## src/design/odd_pkg.sv

```systemverilog
// shared types, constants and helpers for the oriented detection decoder
// no dependencies; used by odd_front, odd_queue, odd_back and the top level
package odd_pkg;

    localparam int DataW     = 32;
    localparam int OffW      = 12;
    localparam int ScaleW    = 24;
    localparam int ThrW      = 17;
    localparam int NcW       = 8;
    localparam int ClassW    = 8;
    localparam int CfgIdxW   = 3;
    localparam int CfgDataW  = 24;
    localparam int DiffW     = DataW + 1;
    localparam int ProdW     = 58;
    localparam int FracW     = 16;

    localparam int MaxClassesDef = 255;
    localparam int QueueDepth    = 2;

    localparam logic [OffW-1:0]   OffsetReset    = 12'd0;
    localparam logic [ScaleW-1:0] InvScaleReset  = 24'd65536;
    localparam logic [ThrW-1:0]   ThresholdReset = 17'd19661;
    localparam logic [NcW-1:0]    NumClassReset  = 8'd2;

    // 180/pi in Q16.16, rounded to nearest
    localparam logic signed [23:0] DegPerRad = 24'sd3754936;

    typedef enum logic [CfgIdxW-1:0] {
        CFG_OFFSET_X  = 3'd0,
        CFG_OFFSET_Y  = 3'd1,
        CFG_INV_SCALE = 3'd2,
        CFG_THRESHOLD = 3'd3,
        CFG_NUM_CLASS = 3'd4
    } t_cfg_idx;

    typedef struct packed {
        logic [OffW-1:0]   offset_x;
        logic [OffW-1:0]   offset_y;
        logic [ScaleW-1:0] inv_scale;
        logic [ThrW-1:0]   threshold;
        logic [NcW-1:0]    class_count;
    } t_cfg;

    // one decoded detection waiting for scaling
    typedef struct packed {
        logic signed [DiffW-1:0] dx;
        logic signed [DiffW-1:0] dy;
        logic signed [DataW-1:0] w;
        logic signed [DataW-1:0] h;
        logic signed [DataW-1:0] angle;
        logic signed [DataW-1:0] conf;
        logic [ClassW-1:0]       cls;
    } t_job;

    // floor shift by the fraction width, then clamp to the signed 32 bit range
    function automatic logic signed [DataW-1:0] sat_shift(input logic signed [ProdW-1:0] p);
        logic signed [ProdW-FracW-1:0] s;
        logic signed [ProdW-FracW-1:0] hi;
        logic signed [ProdW-FracW-1:0] lo;
        logic signed [DataW-1:0]       r;
        s  = p[ProdW-1:FracW];
        hi = (ProdW-FracW)'(2147483647);
        lo = -hi - (ProdW-FracW)'(1);
        if (s > hi) begin
            r = 32'sh7fffffff;
        end else if (s < lo) begin
            r = 32'sh80000000;
        end else begin
            r = s[DataW-1:0];
        end
        return r;
    endfunction

endpackage

```

## src/design/odd_queue.sv

```systemverilog
// short queue of decoded detections between the front end and the scaling back end
// depends on odd_pkg for the entry type
module odd_queue (
    input  logic          i_clk,
    input  logic          i_rst_n,
    input  logic          i_push,
    input  odd_pkg::t_job i_job,
    output logic          o_full,
    output logic          o_valid,
    input  logic          i_pop,
    output odd_pkg::t_job o_job
);

    localparam int PtrW = (odd_pkg::QueueDepth > 1) ? $clog2(odd_pkg::QueueDepth) : 1;
    localparam int CntW = $clog2(odd_pkg::QueueDepth + 1);

    odd_pkg::t_job   r_mem [odd_pkg::QueueDepth];
    logic [PtrW-1:0] r_wr;
    logic [PtrW-1:0] r_rd;
    logic [CntW-1:0] r_cnt;

    logic do_push;
    logic do_pop;

    assign o_full  = (r_cnt == CntW'(odd_pkg::QueueDepth));
    assign o_valid = (r_cnt != '0);
    assign o_job   = r_mem[r_rd];
    assign do_push = i_push && !o_full;
    assign do_pop  = i_pop && o_valid;

    always_ff @(posedge i_clk) begin
        if (do_push) begin
            r_mem[r_wr] <= i_job;
        end
    end

    always_ff @(posedge i_clk) begin
        if (!i_rst_n) begin
            r_wr  <= '0;
            r_rd  <= '0;
            r_cnt <= '0;
        end else begin
            if (do_push) begin
                r_wr <= (r_wr == PtrW'(odd_pkg::QueueDepth - 1)) ? '0 : r_wr + PtrW'(1);
            end
            if (do_pop) begin
                r_rd <= (r_rd == PtrW'(odd_pkg::QueueDepth - 1)) ? '0 : r_rd + PtrW'(1);
            end
            case ({do_push, do_pop})
                2'b10:   r_cnt <= r_cnt + CntW'(1);
                2'b01:   r_cnt <= r_cnt - CntW'(1);
                default: r_cnt <= r_cnt;
            endcase
        end
    end

    a_cnt_bound: assert property (@(posedge i_clk) disable iff (!i_rst_n)
        r_cnt <= CntW'(odd_pkg::QueueDepth))
        else $error("queue count beyond depth");

    a_no_lost_push: assert property (@(posedge i_clk) disable iff (!i_rst_n)
        i_push |-> !o_full)
        else $error("push into a full queue");

endmodule

```

## config.mk

```make
export PLATFORM = sky130hd
export DESIGN_NAME = odd_queue
export DESIGN_NICKNAME = d
export VERILOG_FILES = /design/src/design/odd_pkg.sv /design/src/design/odd_queue.sv
export SDC_FILE = /design/constraint.sdc
export NUM_CORES = 1
export LEC_CHECK = 0
export BUFFER_PORTS_ARGS = -buffer_cell sky130_fd_sc_hd__buf_4
export CAP_MARGIN = 20
export CORE_MARGIN = 2
export CORE_UTILIZATION = 55
export DETAILED_ROUTE_END_ITERATION = 8
export PLACE_DENSITY = 0.86
export SLEW_MARGIN = 5
export SYNTH_ARGS = -nofsm -noshare
export SYNTH_HDL_FRONTEND = slang
export SYNTH_SLANG_ARGS = --single-unit
```

## constraint.sdc

```tcl
create_clock -name i_clk -period 13.9 [get_ports i_clk]
set_clock_uncertainty 0.1 [all_clocks]
set_input_delay 1.39 -clock i_clk [delete_from_list [all_inputs] [get_ports i_clk]]
set_output_delay 1.39 -clock i_clk [all_outputs]
set_load 0.005 [all_outputs]
```

### Word-level counts from Yosys, hierarchy flattened

Memories as Yosys holds them, arrays and structs flattened. A register that Yosys moved wholly into a read port is not among the register bits.
Cells that the tools add are included.

| cells by class | value |
|---|---|
| equal/unequal tests | 3 |
| muxes and demuxes | 7 |
| $add $sub $neg | 4 |
| reduce and logical (&&, ||, !) cells | 5 |

Operator list:

| cell | count |
|---|---|
| $mux 1 | 6 |
| $eq 2x2->1 const B | 2 |
| $pmux 2 s2 | 1 |
| $reduce_bool 2->1 | 2 |
| $add 1x1->1 const B | 2 |
| $add 2x1->2 const B | 1 |
| $eq 2x1->1 const B | 1 |
| $logic_and 1x1->1 | 2 |
| $sub 2x1->2 const B | 1 |
| $logic_not 1->1 | 1 |

| storage, ports and cells | value |
|---|---|
| memory bits (writable) | 404 |
| output and inout bits | 204 |
| memories | 1 |
| logic and storage cells | 23 |
| flip-flop bits (word level) | 4 |
| input port bits | 206 |

Memories:

| memory | depth | bits a word | rd ports | clocked after memory_dff | wr ports | line | RTL |
|---|---|---|---|---|---|---|---|
| r_mem | 2 | 202 | 1 | 1 | 1 | odd_queue.sv:17 | `odd_pkg::t_job r_mem [odd_pkg::QueueDepth];` |

### Logic depth before layout (Yosys ltp)

| depth | value |
|---|---|
| word-level depth | 5 |
| mapped depth | 6 |

### Worst setup path before layout

No wires, ideal clock.

| timing | value |
|---|---|
| path kind | input to register |
| start | input i_push |
| end | memory r_mem[1][0] (netlist bit), enable pin |
| setup slack | 7157 ps |
| arrival time | 6054 ps |
| stages on the path | 1 |
| path buffers | 0 |
| data required time | 13212 ps |
| library setup time | 588 ps |
| cells stage by stage | and3_1 |

| between the ends | value |
|---|---|
| cells in the longest elaborated chain, start to end | 3 |

RTL lines:

| item | line | RTL |
|---|---|---|
| start: declaration | odd_queue.sv:6 | `input logic i_push,` |
| $logic_and 1x1->1 | odd_queue.sv:28 | `assign do_push = i_push && !o_full;` |
| $mux 1 | odd_queue.sv:32 | `if (do_push) begin` |
| $mux 1 (not written as such) | odd_queue.sv:33 | `r_mem[r_wr] <= i_job;` |
| end: declaration | odd_queue.sv:17 |  |

Every way passes these cells.

==> results by group <==
STA
  – Final hold vios: 0
  – RSZ-0062 raised after global routing: no
  – F_max: 233 MHz
  – Final setup viols: 0
  – Period minus WS final: 4.29 ns
  – Measured slew at the worst slew-check pin: 1.10 ns
  – Slew Limit Headroom: 0.270
  – Final cycle utilization of the critical path: 0.309
  – Sum Neg Setup Slack: 0 ns
  – Final-report max-slew violation count: 0

Clocking
  – Clock Path Buffers: 3
  – Htree depth: 2
  – CTS tree: built
  – Num CTS Buffers: 40
  – Hold_buf cts: 0
  – Worst-skew pair later-pin latency: 0.51 ns
  – Sinks on Clock Net: 409
  – # Post-CTS Setup Buffers: 0
  – Post-cts repair resize count: 0
  – CTS clk-pin slew, worst paths: 0.06 ns
  – Root buffer cell: clkbuf_16

Flow run
  – Number of max-cap violations: 0

Critical path
  – Delay-heaviest family, CP: buffers and inverters
  – Worst R2R End: r_mem[0][95]
  – Most frequent cell on the critical path: buf_4
  – Worst reg2reg path startpoint: r_cnt[0]
  – Worst setup SP type: register
  – Critical-path cell list: buf_4 -> mux2_2 -> buf_4
  – R2r setup slk: 10.64 ns
  – Setup crit end kind: output port
  – WP buf/inv: 2
  – Reg2Reg Depth: 5
  – Worst path slowest cell: buf_4
  – Worst EP arrival: 2.80 ns
  – Critical-path maximum fanout: 82
  – Data required, critical path: 12.41 ns
  – CP max stage delay: 0.86 ns
  – Kind of critical path: register to output port

Floorplan
  – Die area: 28,200 µm²
  – Core box area: 26,700 µm²
  – Die X: 168 µm
  – Top Ports: 410
  – Die H: 168 µm
  – # rows: 60
  – Initial core utilization: 0.555

Status
  – Status: completed

Synth
  – Yosys reg bits: 409
  – YS warnings: 0
  – Netlist Area Pre-Place: 14,800 µm²
  – Number of distinct library cells after synthesis: 19
  – Avg Cell Area, Syn: 22.6 µm²
  – Syn Nets: 861
  – Dominant cell type by area after synthesis: edfxtp_1
  – Synth top area share: 0.820
  – Register area share after synthesis: 0.826
  – Synth top area cells: edfxtp_1, mux2_2, buf_4
  – Synth Instances: 654

Drt
  – Drt pass-1 iters: 4
  – Drt total wl: 31.2 mm
  – Iter 0 DRT Violations: 497
  – Routed vias/inst: 5.27
  – Top layer in use: met4
  – Met3 wire len: 2.89 mm
  – ANT nets after route: 0
  – Met2 wire len: 16.5 mm
  – DRC: 0
  – Routed wire per std cell: 21.4 µm
  – Via count: 7,678
  – Wl on met1: 10.8 mm

GRT
  – Vias in the first global route: 8,253
  – Pin count of the biggest net entering global routing: 130
  – GRT Total Usage: 0.213
  – Gr ovfl total: 0
  – First-pass GRT wire length: 45.6 mm
  – Initial antenna violation count: 0

Pwr
  – Pwr dens: 184 nW/µm²
  – VDD IR max: 0.000142 V
  – Static Leak: 7.26 nW
  – Switching Share: 0.245
  – Logic pwr share: 0.250
  – Net Sw Power: 0.883 mW
  – Internal: 2.71 mW
  – Reg power frac: 0.450
  – Clock power frac: 0.301

Place
  – Post-DP HPWL: 19.7 mm
  – Placed Cells: 1,387
  – Gp weighted congestion: 0.772
  – I/O Buffers: 409

Final layout
  – Filler cells: 1,505
  – Synth-to-layout area growth: 31.9%
  – Non-filler cells, final: 1,458
  – Antenna Cells: 0
  – # nets final: 1,295
  – Share of post-route cells with drive strength above 1: 0.609

Min path
  – Hold/Removal Path Class: register to register
  – Min-delay src: r_rd
  – WHS Path Cells: 2
  – Hold endpoint: r_rd
==> synth_stat cells, drive strengths merged <==
cell and number:
edfxtp 404, mux2 202, buf 22, dfxtp 5
inv 3, xnor2 3, a21boi 2, nor2b 2
o21ai 2, or3 2, and2 1, and3 1
ha 1, nand2 1, nand2b 1, o21a 1
or2 1
==> through the flow <==
| step | power, mW | setup WS, ns | area [µm²] | hold slack [ns] | utilization |
|---|---|---|---|---|---|
| 5_1_grt | 3.73 | 9.48 | 19500 | 0.474 | 0.733 |
| 4_1_cts | 3.63 | 9.61 | 19500 | 0.446 | 0.733 |
| 3_5_place_dp | 2.54 | 9.72 | 18200 | 0.434 | 0.683 |
| 6_report | 3.60 | 9.61 | 19500 | 0.441 | 0.733 |
| 2_1_floorplan | 2.11 | 7.16 | 14800 | 0.357 | - |
| 3_3_place_gp | 2.51 | 9.77 | 18200 | 0.375 | 0.683 |
==> cell usage in the layout, fill, tap and decap left out, types with 2 or more instances in the layout <==
master / count
xnor2_1: 3
a21boi_1: 2
clkbuf_16: 41
or3_1: 2
clkinv_2: 5
bufinv_16: 6
clkinv_4: 4
dfxtp_1: 4
edfxtp_1: 404
o21ai_0: 2
clkbuf_1: 3
nor2b_1: 2
buf_4: 414
clkinv_1: 10
mux2_2: 202
==> per-layer routing <==
metal,vias up,global-route usage
met5,-,0
met4,0,0.0832
met3,68,0.0755
met2,343,0.389
met1,3781,0.225
li1,3486,-
==> power by group through the flow <==
stage / sequential [mW] / combinational, mW / clock, mW
2_1_floorplan: 1.64 / 0.465 / 0
3_3_place_gp: 1.63 / 0.884 / 0
4_1_cts: 1.62 / 0.910 / 1.11
3_5_place_dp: 1.64 / 0.897 / 0
5_1_grt: 1.63 / 0.954 / 1.15
6_report: 1.62 / 0.898 / 1.08
==> worst max-delay path by stage <==
stage | endpoint | slack, ns | cells after the start
after floorplan | r_mem[1][0] | 7.16 | 1
after global placement | r_mem[0][35] | 9.77 | 5
after detailed placement | r_mem[0][35] | 9.72 | 5
after CTS | o_job[12] | 9.61 | 3
after global routing | o_job[7] | 9.48 | 3
final | o_job[7] | 9.61 | 3
==> flip-flops by register name, indices dropped and copies added (netlist names), named ones only <==
signal,flops
r_mem,404
r_cnt,2
r_rd,1
r_wr,1
==> cell families (layout without fill, tap and decap cells) <==
| family | Yosys count | count (layout) | synth area share |
|---|---|---|---|
| XOR/XNOR | 3 | 3 | 0.00178 |
| buffers and inverters | 25 | 488 | 0.0112 |
| multiplexers | 202 | 202 | 0.154 |
| adder cells (fa/ha/maj) | 1 | 1 | 0.000845 |
| flip-flops | 409 | 409 | 0.826 |
| AND/OR/NAND/NOR | 9 | 9 | 0.00380 |
| AO/OA/AOI/OAI | 5 | 5 | 0.00220 |
==> cell type report <==
cell class              instances  area [µm²]  share of cell area
well taps                     341         427              0.0218
clock inverters                27         294              0.0151
inverters                       3        18.8            0.000961
clock buffers                  44        1040              0.0531
repair buffers                414        3110               0.159
flip-flops and latches        409       12200               0.627
multi-input cells             220        2410               0.123
==> worst reg2reg max path, cell delays in order, from the launching register on <==
cell,delay (ns)
dfxtp_1,0.41
nand2b_2,0.19
inv_2,0.04
or3_1,0.42
inv_8,0.66
buf_4,1.04
(Power assumes the default switching activity.)
