==> src/design/odd_pkg.sv <==
// shared types, constants and helpers for the oriented detection decoder
// no dependencies; used by odd_front, odd_queue, odd_back and the top level
package odd_pkg;

    localparam int DataW     = 32;
    localparam int OffW      = 12;
    localparam int ScaleW    = 24;
    localparam int ThrW      = 17;
    localparam int NcW       = 8;
    localparam int ClassW    = 8;
    localparam int CfgIdxW   = 3;
    localparam int CfgDataW  = 24;
    localparam int DiffW     = DataW + 1;
    localparam int ProdW     = 58;
    localparam int FracW     = 16;

    localparam int MaxClassesDef = 255;
    localparam int QueueDepth    = 2;

    localparam logic [OffW-1:0]   OffsetReset    = 12'd0;
    localparam logic [ScaleW-1:0] InvScaleReset  = 24'd65536;
    localparam logic [ThrW-1:0]   ThresholdReset = 17'd19661;
    localparam logic [NcW-1:0]    NumClassReset  = 8'd2;

    // 180/pi in Q16.16, rounded to nearest
    localparam logic signed [23:0] DegPerRad = 24'sd3754936;

    typedef enum logic [CfgIdxW-1:0] {
        CFG_OFFSET_X  = 3'd0,
        CFG_OFFSET_Y  = 3'd1,
        CFG_INV_SCALE = 3'd2,
        CFG_THRESHOLD = 3'd3,
        CFG_NUM_CLASS = 3'd4
    } t_cfg_idx;

    typedef struct packed {
        logic [OffW-1:0]   offset_x;
        logic [OffW-1:0]   offset_y;
        logic [ScaleW-1:0] inv_scale;
        logic [ThrW-1:0]   threshold;
        logic [NcW-1:0]    class_count;
    } t_cfg;

    // one decoded detection waiting for scaling
    typedef struct packed {
        logic signed [DiffW-1:0] dx;
        logic signed [DiffW-1:0] dy;
        logic signed [DataW-1:0] w;
        logic signed [DataW-1:0] h;
        logic signed [DataW-1:0] angle;
        logic signed [DataW-1:0] conf;
        logic [ClassW-1:0]       cls;
    } t_job;

    // floor shift by the fraction width, then clamp to the signed 32 bit range
    function automatic logic signed [DataW-1:0] sat_shift(input logic signed [ProdW-1:0] p);
        logic signed [ProdW-FracW-1:0] s;
        logic signed [ProdW-FracW-1:0] hi;
        logic signed [ProdW-FracW-1:0] lo;
        logic signed [DataW-1:0]       r;
        s  = p[ProdW-1:FracW];
        hi = (ProdW-FracW)'(2147483647);
        lo = -hi - (ProdW-FracW)'(1);
        if (s > hi) begin
            r = 32'sh7fffffff;
        end else if (s < lo) begin
            r = 32'sh80000000;
        end else begin
            r = s[DataW-1:0];
        end
        return r;
    endfunction

endpackage

==> src/design/odd_front.sv <==
// front end: tracks the slot within each detection, captures the box and the best class
// depends on odd_pkg; pushes finished detections into odd_queue
module odd_front #(
    parameter int MAX_CLASSES = odd_pkg::MaxClassesDef
) (
    input  logic                          i_clk,
    input  logic                          i_rst_n,
    input  logic                          i_valid,
    output logic                          o_stall,
    input  logic signed [odd_pkg::DataW-1:0] i_value,
    input  odd_pkg::t_cfg                 i_cfg,
    input  logic                          i_full,
    output logic                          o_push,
    output odd_pkg::t_job                 o_job
);

    localparam int EffMax = (MAX_CLASSES < 255) ? MAX_CLASSES : 255;
    localparam int PosW   = $clog2(EffMax + 5);
    localparam logic [odd_pkg::NcW-1:0] NcMax = odd_pkg::NcW'(EffMax);

    logic [PosW-1:0]                    r_pos;
    logic [PosW-1:0]                    n_pos;
    logic signed [odd_pkg::DataW-1:0]   r_box [4];
    logic signed [odd_pkg::DataW-1:0]   r_best;
    logic [odd_pkg::ClassW-1:0]         r_cls;

    logic [odd_pkg::NcW-1:0] nc_eff;
    logic [PosW-1:0]         angle_slot;
    logic [PosW-1:0]         rel_pos;
    logic                    accept;
    logic                    is_angle;
    logic                    pass;

    always_comb begin
        if (i_cfg.class_count == '0) begin
            nc_eff = odd_pkg::NcW'(1);
        end else if (i_cfg.class_count > NcMax) begin
            nc_eff = NcMax;
        end else begin
            nc_eff = i_cfg.class_count;
        end
    end

    assign angle_slot = PosW'({1'b0, nc_eff} + 9'd4);
    assign rel_pos    = r_pos - PosW'(4);
    assign o_stall    = i_full;
    assign accept     = i_valid && !o_stall;
    assign is_angle   = (r_pos >= angle_slot);
    assign pass       = ($signed({r_best[odd_pkg::DataW-1], r_best})
                         >= $signed({16'b0, i_cfg.threshold}));
    assign o_push     = accept && is_angle && pass;

    always_comb begin
        o_job.dx    = $signed({r_box[0][odd_pkg::DataW-1], r_box[0]})
                      - $signed({5'b0, i_cfg.offset_x, 16'b0});
        o_job.dy    = $signed({r_box[1][odd_pkg::DataW-1], r_box[1]})
                      - $signed({5'b0, i_cfg.offset_y, 16'b0});
        o_job.w     = r_box[2];
        o_job.h     = r_box[3];
        o_job.angle = i_value;
        o_job.conf  = r_best;
        o_job.cls   = r_cls;
    end

    always_comb begin
        if (is_angle) begin
            n_pos = '0;
        end else begin
            n_pos = r_pos + PosW'(1);
        end
    end

    always_ff @(posedge i_clk) begin
        if (!i_rst_n) begin
            r_pos <= '0;
        end else if (accept) begin
            r_pos <= n_pos;
        end
    end

    // payload captures, written before they are read in every detection
    always_ff @(posedge i_clk) begin
        if (accept && !is_angle) begin
            if (r_pos < PosW'(4)) begin
                r_box[r_pos[1:0]] <= i_value;
            end else if (r_pos == PosW'(4)) begin
                r_best <= i_value;
                r_cls  <= '0;
            end else if (i_value > r_best) begin
                r_best <= i_value;
                r_cls  <= odd_pkg::ClassW'(rel_pos);
            end
        end
    end

    a_push_only_on_angle: assert property (@(posedge i_clk) disable iff (!i_rst_n)
        o_push |-> is_angle && !i_full)
        else $error("detection pushed outside the angle slot or into a full queue");

    a_pos_wraps_after_angle: assert property (@(posedge i_clk) disable iff (!i_rst_n)
        accept && is_angle |=> r_pos == '0)
        else $error("slot counter did not return to zero after the angle");

endmodule

==> config.mk <==
export PLATFORM = sky130hd
export DESIGN_NAME = odd_front
export DESIGN_NICKNAME = d
export VERILOG_FILES = /design/src/design/odd_pkg.sv /design/src/design/odd_front.sv
export SDC_FILE = /design/constraint.sdc
export NUM_CORES = 1
export LEC_CHECK = 0
export BUFFER_PORTS_ARGS = -buffer_cell sky130_fd_sc_hd__clkbuf_2
export CORE_MARGIN = 2
export CORE_UTILIZATION = 40
export DETAILED_ROUTE_END_ITERATION = 6
export PLACE_DENSITY = 0.73
export SLEW_MARGIN = 25
export SYNTH_ARGS = -nofsm -noshare
export SYNTH_HDL_FRONTEND = slang
export SYNTH_SLANG_ARGS = --single-unit
==> constraint.sdc <==
create_clock -name i_clk -period 4.4 [get_ports i_clk]
set_input_delay 0.66 -clock i_clk [delete_from_list [all_inputs] [get_ports i_clk]]
set_output_delay 0.66 -clock i_clk [all_outputs]
set_load 0.01 [all_outputs]
# Word level (Yosys, flattened, before mapping)
# Memories as Yosys holds them, arrays and structs flattened.
# Index checks and enable logic that the tools add are counted.
totals:
  ff_bits: 49
  ramBits: 128
  in_bits: 109
  output_inout_bits: 204
  memories: 1
classes:
  add_sub_neg: 5
  magnitude_cmp: 5
  n_eq_ne: 1
  mux: 9
  bitwise_logic: 1
  reduce_logical: 9
memory_table:
  columns: ["name", "words", "width", "read_ports", "rd_clocked_by_memory_dff", "write_ports", "line", "text"]
  rows:
  - ["r_box", 4, 32, 4, 0, 1, "odd_front.sv:23", "logic signed [odd_pkg::DataW-1:0] r_box [4];"]
op_table:
  columns: ["cell", "n"]
  rows:
  - ["subtractor 32 x 29 -> 33 bit", 2]
  - ["2-to-1 mux 32 bit", 2]
  - ["greater-or-equal comparator 32 x 18 -> 1 bit", 1]
  - ["> comparator 32 bit", 1]
  - ["2-to-1 mux 8 bit", 3]
  - ["adder 8 x 3 -> 9 bit (second input constant)", 1]
  - ["adder 9 x 1 -> 9 bit (second input constant)", 1]
  - ["== test 9 x 3 -> 1 bit (second input constant)", 1]
  - ["greater-or-equal comparator 9 bit", 1]
  - ["less-than comparator 9 x 3 -> 1 bit (second input constant)", 1]
  - ["2-to-1 mux 9 bit", 1]
  - ["> comparator 8 bit (second input constant)", 1]
  - ["logical NOT 8 bit", 1]
  - ["subtractor 8 x 3 -> 8 bit (second input constant)", 1]
  - ["logical AND 1 bit", 4]
  - ["2-to-1 mux 1 bit", 3]
  - ["AND reduction 3 bit", 1]
  - ["logical NOT 1 bit", 2]
  - ["nonzero test 2 bit", 1]
  - ["NOT 1 bit", 1]

# Longest topological paths before layout
depth:
  ltp_word: 9
  ltp_mapped: 12
  depth_no_buf: 12

# Least setup slack after synthesis
# No wires, ideal clock.
synth_path:
  kind: "input to register"
  start: "input port i_cfg[4] (netlist name)"
  end: "memory r_box[0][0] (netlist name) (enable)"
  arrival_ps: 3719
  required_time_ps: 3979
  setup_slack_ps: 259
  path_stages: 11
  path_buffers: 0
  path_cell_list: "nor4_1 nand3_1 nor2_1 nor2_1 ha_1 o21ai_1 a21oi_1 o31a_1 nor4_2 nand4_1 nor2_1"
synth_between:
  elab_chain_len: 9
  word_cells_on_any_way: 10
  classes_between: "1 x add/sub; 2 x order compare; 4 x mux; 3 x reduce/logical"
synth_lines:
  columns: ["item", "line", "text"]
  rows:
  - ["from (decl)", "odd_front.sv:11", "input odd_pkg::t_cfg i_cfg,"]
  - ["> comparator 8 bit", "odd_front.sv:37", "end else if (i_cfg.class_count > NcMax) begin"]
  - ["2-to-1 mux 8 bit", "odd_front.sv:37", null]
  - ["2-to-1 mux 8 bit (*)", "odd_front.sv:35", "if (i_cfg.class_count == '0) begin"]
  - ["adder 8 x 3 -> 9 bit (*)", "odd_front.sv:44", "assign angle_slot = PosW'({1'b0, nc_eff} + 9'd4);"]
  - ["greater-or-equal comparator 9 bit (*)", "odd_front.sv:48", "assign is_angle = (r_pos >= angle_slot);"]
  - ["logical NOT 1 bit (*)", "odd_front.sv:83", "if (accept && !is_angle) begin"]
  - ["logical AND 1 bit (*)", "odd_front.sv:83", null]
  - ["2-to-1 mux 1 bit (*)", "odd_front.sv:83", null]
  - ["2-to-1 mux 1 bit (implied by the code) (*)", "odd_front.sv:85", "r_box[r_pos[1:0]] <= i_value;"]
  - ["to (decl)", "odd_front.sv:23", null]
# Mark *: on every way between the ends. The rest lies on a longest branch, timed or not.

# Worst setup path in the final report
layout_path:
  start: "register r_best[19] (netlist name)"
  end: "output port o_push"
layout_between:
  elab_chain_len: 2
layout_lines:
  columns: ["item", "line", "text"]
  rows:
  - ["from (decl)", "odd_front.sv:24", "logic signed [odd_pkg::DataW-1:0] r_best;"]
  - ["from (signal assigned)", "odd_front.sv:87", "r_best <= i_value;"]
  - ["from (signal assigned)", "odd_front.sv:90", "r_best <= i_value;"]
  - ["greater-or-equal comparator 32 x 18 -> 1 bit", "odd_front.sv:50", ">= $signed({16'b0, i_cfg.threshold}));"]
  - ["logical AND 1 bit", "odd_front.sv:51", "assign o_push = accept && is_angle && pass;"]
  - ["to (decl)", "odd_front.sv:13", "output logic o_push,"]
# Every way passes these cells.

==> impl_metrics.csv <==
group,metric,value,unit
floorplan,dieArea,0.0238,mm²
hold_path,hold_path_class,"primary input to flop",
floorplan,die_w,154,µm
grt,grt-ovfl-total,0,
floorplan,rows,54,
place,dp_hpwl,16600,µm
timing,setup_violations,0,
floorplan,start_util,41.1,%
setup_path,worst_ep_required_time,3740,ps
power,ir_drop,268,µV
clock_tree,clk_pin_slew_worst_paths,70,ps
routing,drc,0,
layout,syn_to_final_growth,21.7,%
grt,grt_pass1_wl,33500,µm
yosys,synth-edff-count,168,
power,p_per_area,341,mW/mm²
place,portBuffers,288,
clock_tree,clock-sinks,177,
clock_tree,cts_hold_buf,0,
grt,antenna_found_initial,0,
setup_path,arrival,2910,ps
setup_path,worstSetupPathType,"flop to output port",
timing,timing.fmax,280,MHz
place,placed_cells,1224,
run_status,status,"finished clean",
timing,rsz0062_at_grt,"false",
yosys,syn_area_per_cell,12.6,µm²
setup_path,worstSetupStartpointType,"flop",
run,max_cap_violations,0,
clock_tree,h-tree-depth,4,
timing,period_share,81.2,%
timing,max_slew_margin,54.8,%
grt,grt_pass1_vias,6295,
yosys,synth_area,0.00903,mm²
power,p_leak,4.90,nW
timing,hold_viol,0,
routing,routedWlPerCell,17.4,µm
timing,whs,497,ps
grt,grtUsageTotal,18.5,%
timing,fin_tns_setup,0,ps
timing,period_minus_slack,3570,ps
yosys,synthDistinctLibCells,52,
layout,final_net_count,1165,
layout,fill_cells,1931,
setup_path,path_max_fanout,3,
clock_tree,cts_tree,"done",
yosys,synthTopCellsByArea,"edfxtp_1 56%, ha_1 13%, buf_4 5.4%, inv_1 3.9%, xnor2_1 2.6%",
floorplan,chipHeight,154,µm
yosys,synth_seq_cells,177,
clock_tree,cts_buffers,17,
clock_tree,ctsResizeCount,0,
yosys,ys.flop_type,"edfxtp_1",
yosys,syn_nets,919,
timing,skew,8.33,ps
floorplan,core-area,0.0220,mm²
floorplan,ios,313,
timing,worst_slew_pin_slew,672,ps
clock_tree,post_cts_buffers,0,
yosys,yosysMostFrequentCell,"edfxtp_1",
routing,wirelength,21900,µm
yosys,synth_largest_area_cell,"edfxtp_1",
layout,antenna_cells,0,
place,place_congestion,0.813,
yosys,seq_area_frac_synth,57.9,%
power,power.total,3.75,mW
yosys,async_flop_share,0,%
timing,drv_slew,0,
routing,ant_nets,0,
routing,dr.pass1.iters,4,
layout,drive_gt1_share,34.7,%
routing,drt_iter0_markers,339,
yosys,yosysWarnings,0,
clock_tree,cts_buffer_depth,2,
setup_path,end_kind,"output port",
clock_tree,root_buffer,"clkbuf_16",
yosys,yosysTopAreaCellShare,55.9,%
yosys,ys_top_cells_by_count,"168 x edfxtp_1, 94 x inv_1, 91 x ha_1, 65 x buf_4, 48 x nor2_1",
layout,fin_cells,1256,
clock_tree,clk_latency,420,ps
routing,via_per_inst,4.90,
grt,grt_max_degree,33,
yosys,netlist_instances,717,
routing,vias,6157,
==> metrics by stage <==
step / area, µm² / utilization, % / worst slack [ps]
floorplan: 9030 / - / 259
CTS: 11000 / 50.0 / 692
global route: 11000 / 50.0 / 412
detailed placement: 10400 / 47.5 / 480
global placement: 10400 / 47.5 / 572
finish: 11000 / 50.0 / 826
==> critical path, stage by stage, from the launching register on <==
cell and delay, ps:
edfxtp_1 430, nor4_1 620, nand4_1 160, a21o_1 200, a31oi_1 150, o21ai_1 130, a2111oi_0 570, clkbuf_2 230
==> cells in the final DEF (no fill, tap or decap), drive strengths merged, types with 2 or more instances in the layout <==
cell	instances
nand4	11
o211ai	4
nor2b	7
xnor2	27
o21ai	8
clkbuf	308
o21a	14
or3	2
ha	91
and4	3
o31a	3
a31oi	4
a21o	10
and2b	2
inv	97
a211oi	3
nand2	21
nor2	48
edfxtp	168
o2111ai	2
a2111oi	2
or2	2
xor2	13
a311o	2
clkinv	5
clkinvlp	3
fa	2
nand2b	4
dfxtp	9
buf	9
nor4	6
nor3	15
a221o	2
nand3	17
o41a	2
o31ai	2
a21oi	32
o21bai	2
==> flip-flops by register name, summed over array words and instances (netlist names) <==
register  count
r_cls         8
r_box       128
r_best       32
r_pos         9
==> logic make-up (layout without fill, tap and decap cells) <==
group                    Yosys count  count (layout)  share of synthesized area [%]
AND/OR/NAND/NOR                  143             143                           7.91
flip-flops                       177             177                           57.9
buffers and inverters            164             423                           9.52
XOR/XNOR                          40              40                           3.88
adder cells (fa/ha/maj)           93              93                           13.1
AO/OA/AOI/OAI                    100             100                           7.76
==> cell type report <==
type	count	area (µm²)	area share (%)
Inverter	94	353	3.21
Tap cell	280	350	3.19
Sequential cell	177	5230	47.6
Timing Repair Buffer	297	1530	14.0
Multi-Input combinational cell	376	2980	27.1
Clock buffer	20	437	3.97
Clock inverter	12	110	1.00
==> worst paths after layout <==
path	to	from	slack [ps]	cells past startpoint
min reg2reg	r_pos[1]	r_pos[1]	560	2
max	o_push	r_best[19]	830	7
max reg2reg	r_best[12]	r_best[31]	1170	9
min	r_pos[1]	i_rst_n	500	2
==> layer usage <==
layer | vias to the layer above | share of wire, % | global-route usage [%] | wire length (µm)
li1 | 2999 | - | - | -
met1 | 2916 | 42 | 21.7 | 9140
met5 | - | 0 | 0 | 0
met3 | 20 | 7.1 | 5.32 | 1550
met2 | 222 | 50 | 33.1 | 10900
met4 | 0 | 1.5 | 4.85 | 335
==> where the power goes <==
group	total, mW	switching [mW]	internal (mW)
logic	0.428	0.252	0.176
clock network	1.44	0.655	0.784
registers	1.88	0.00944	1.87
Power figures use the tool's default switching activity.
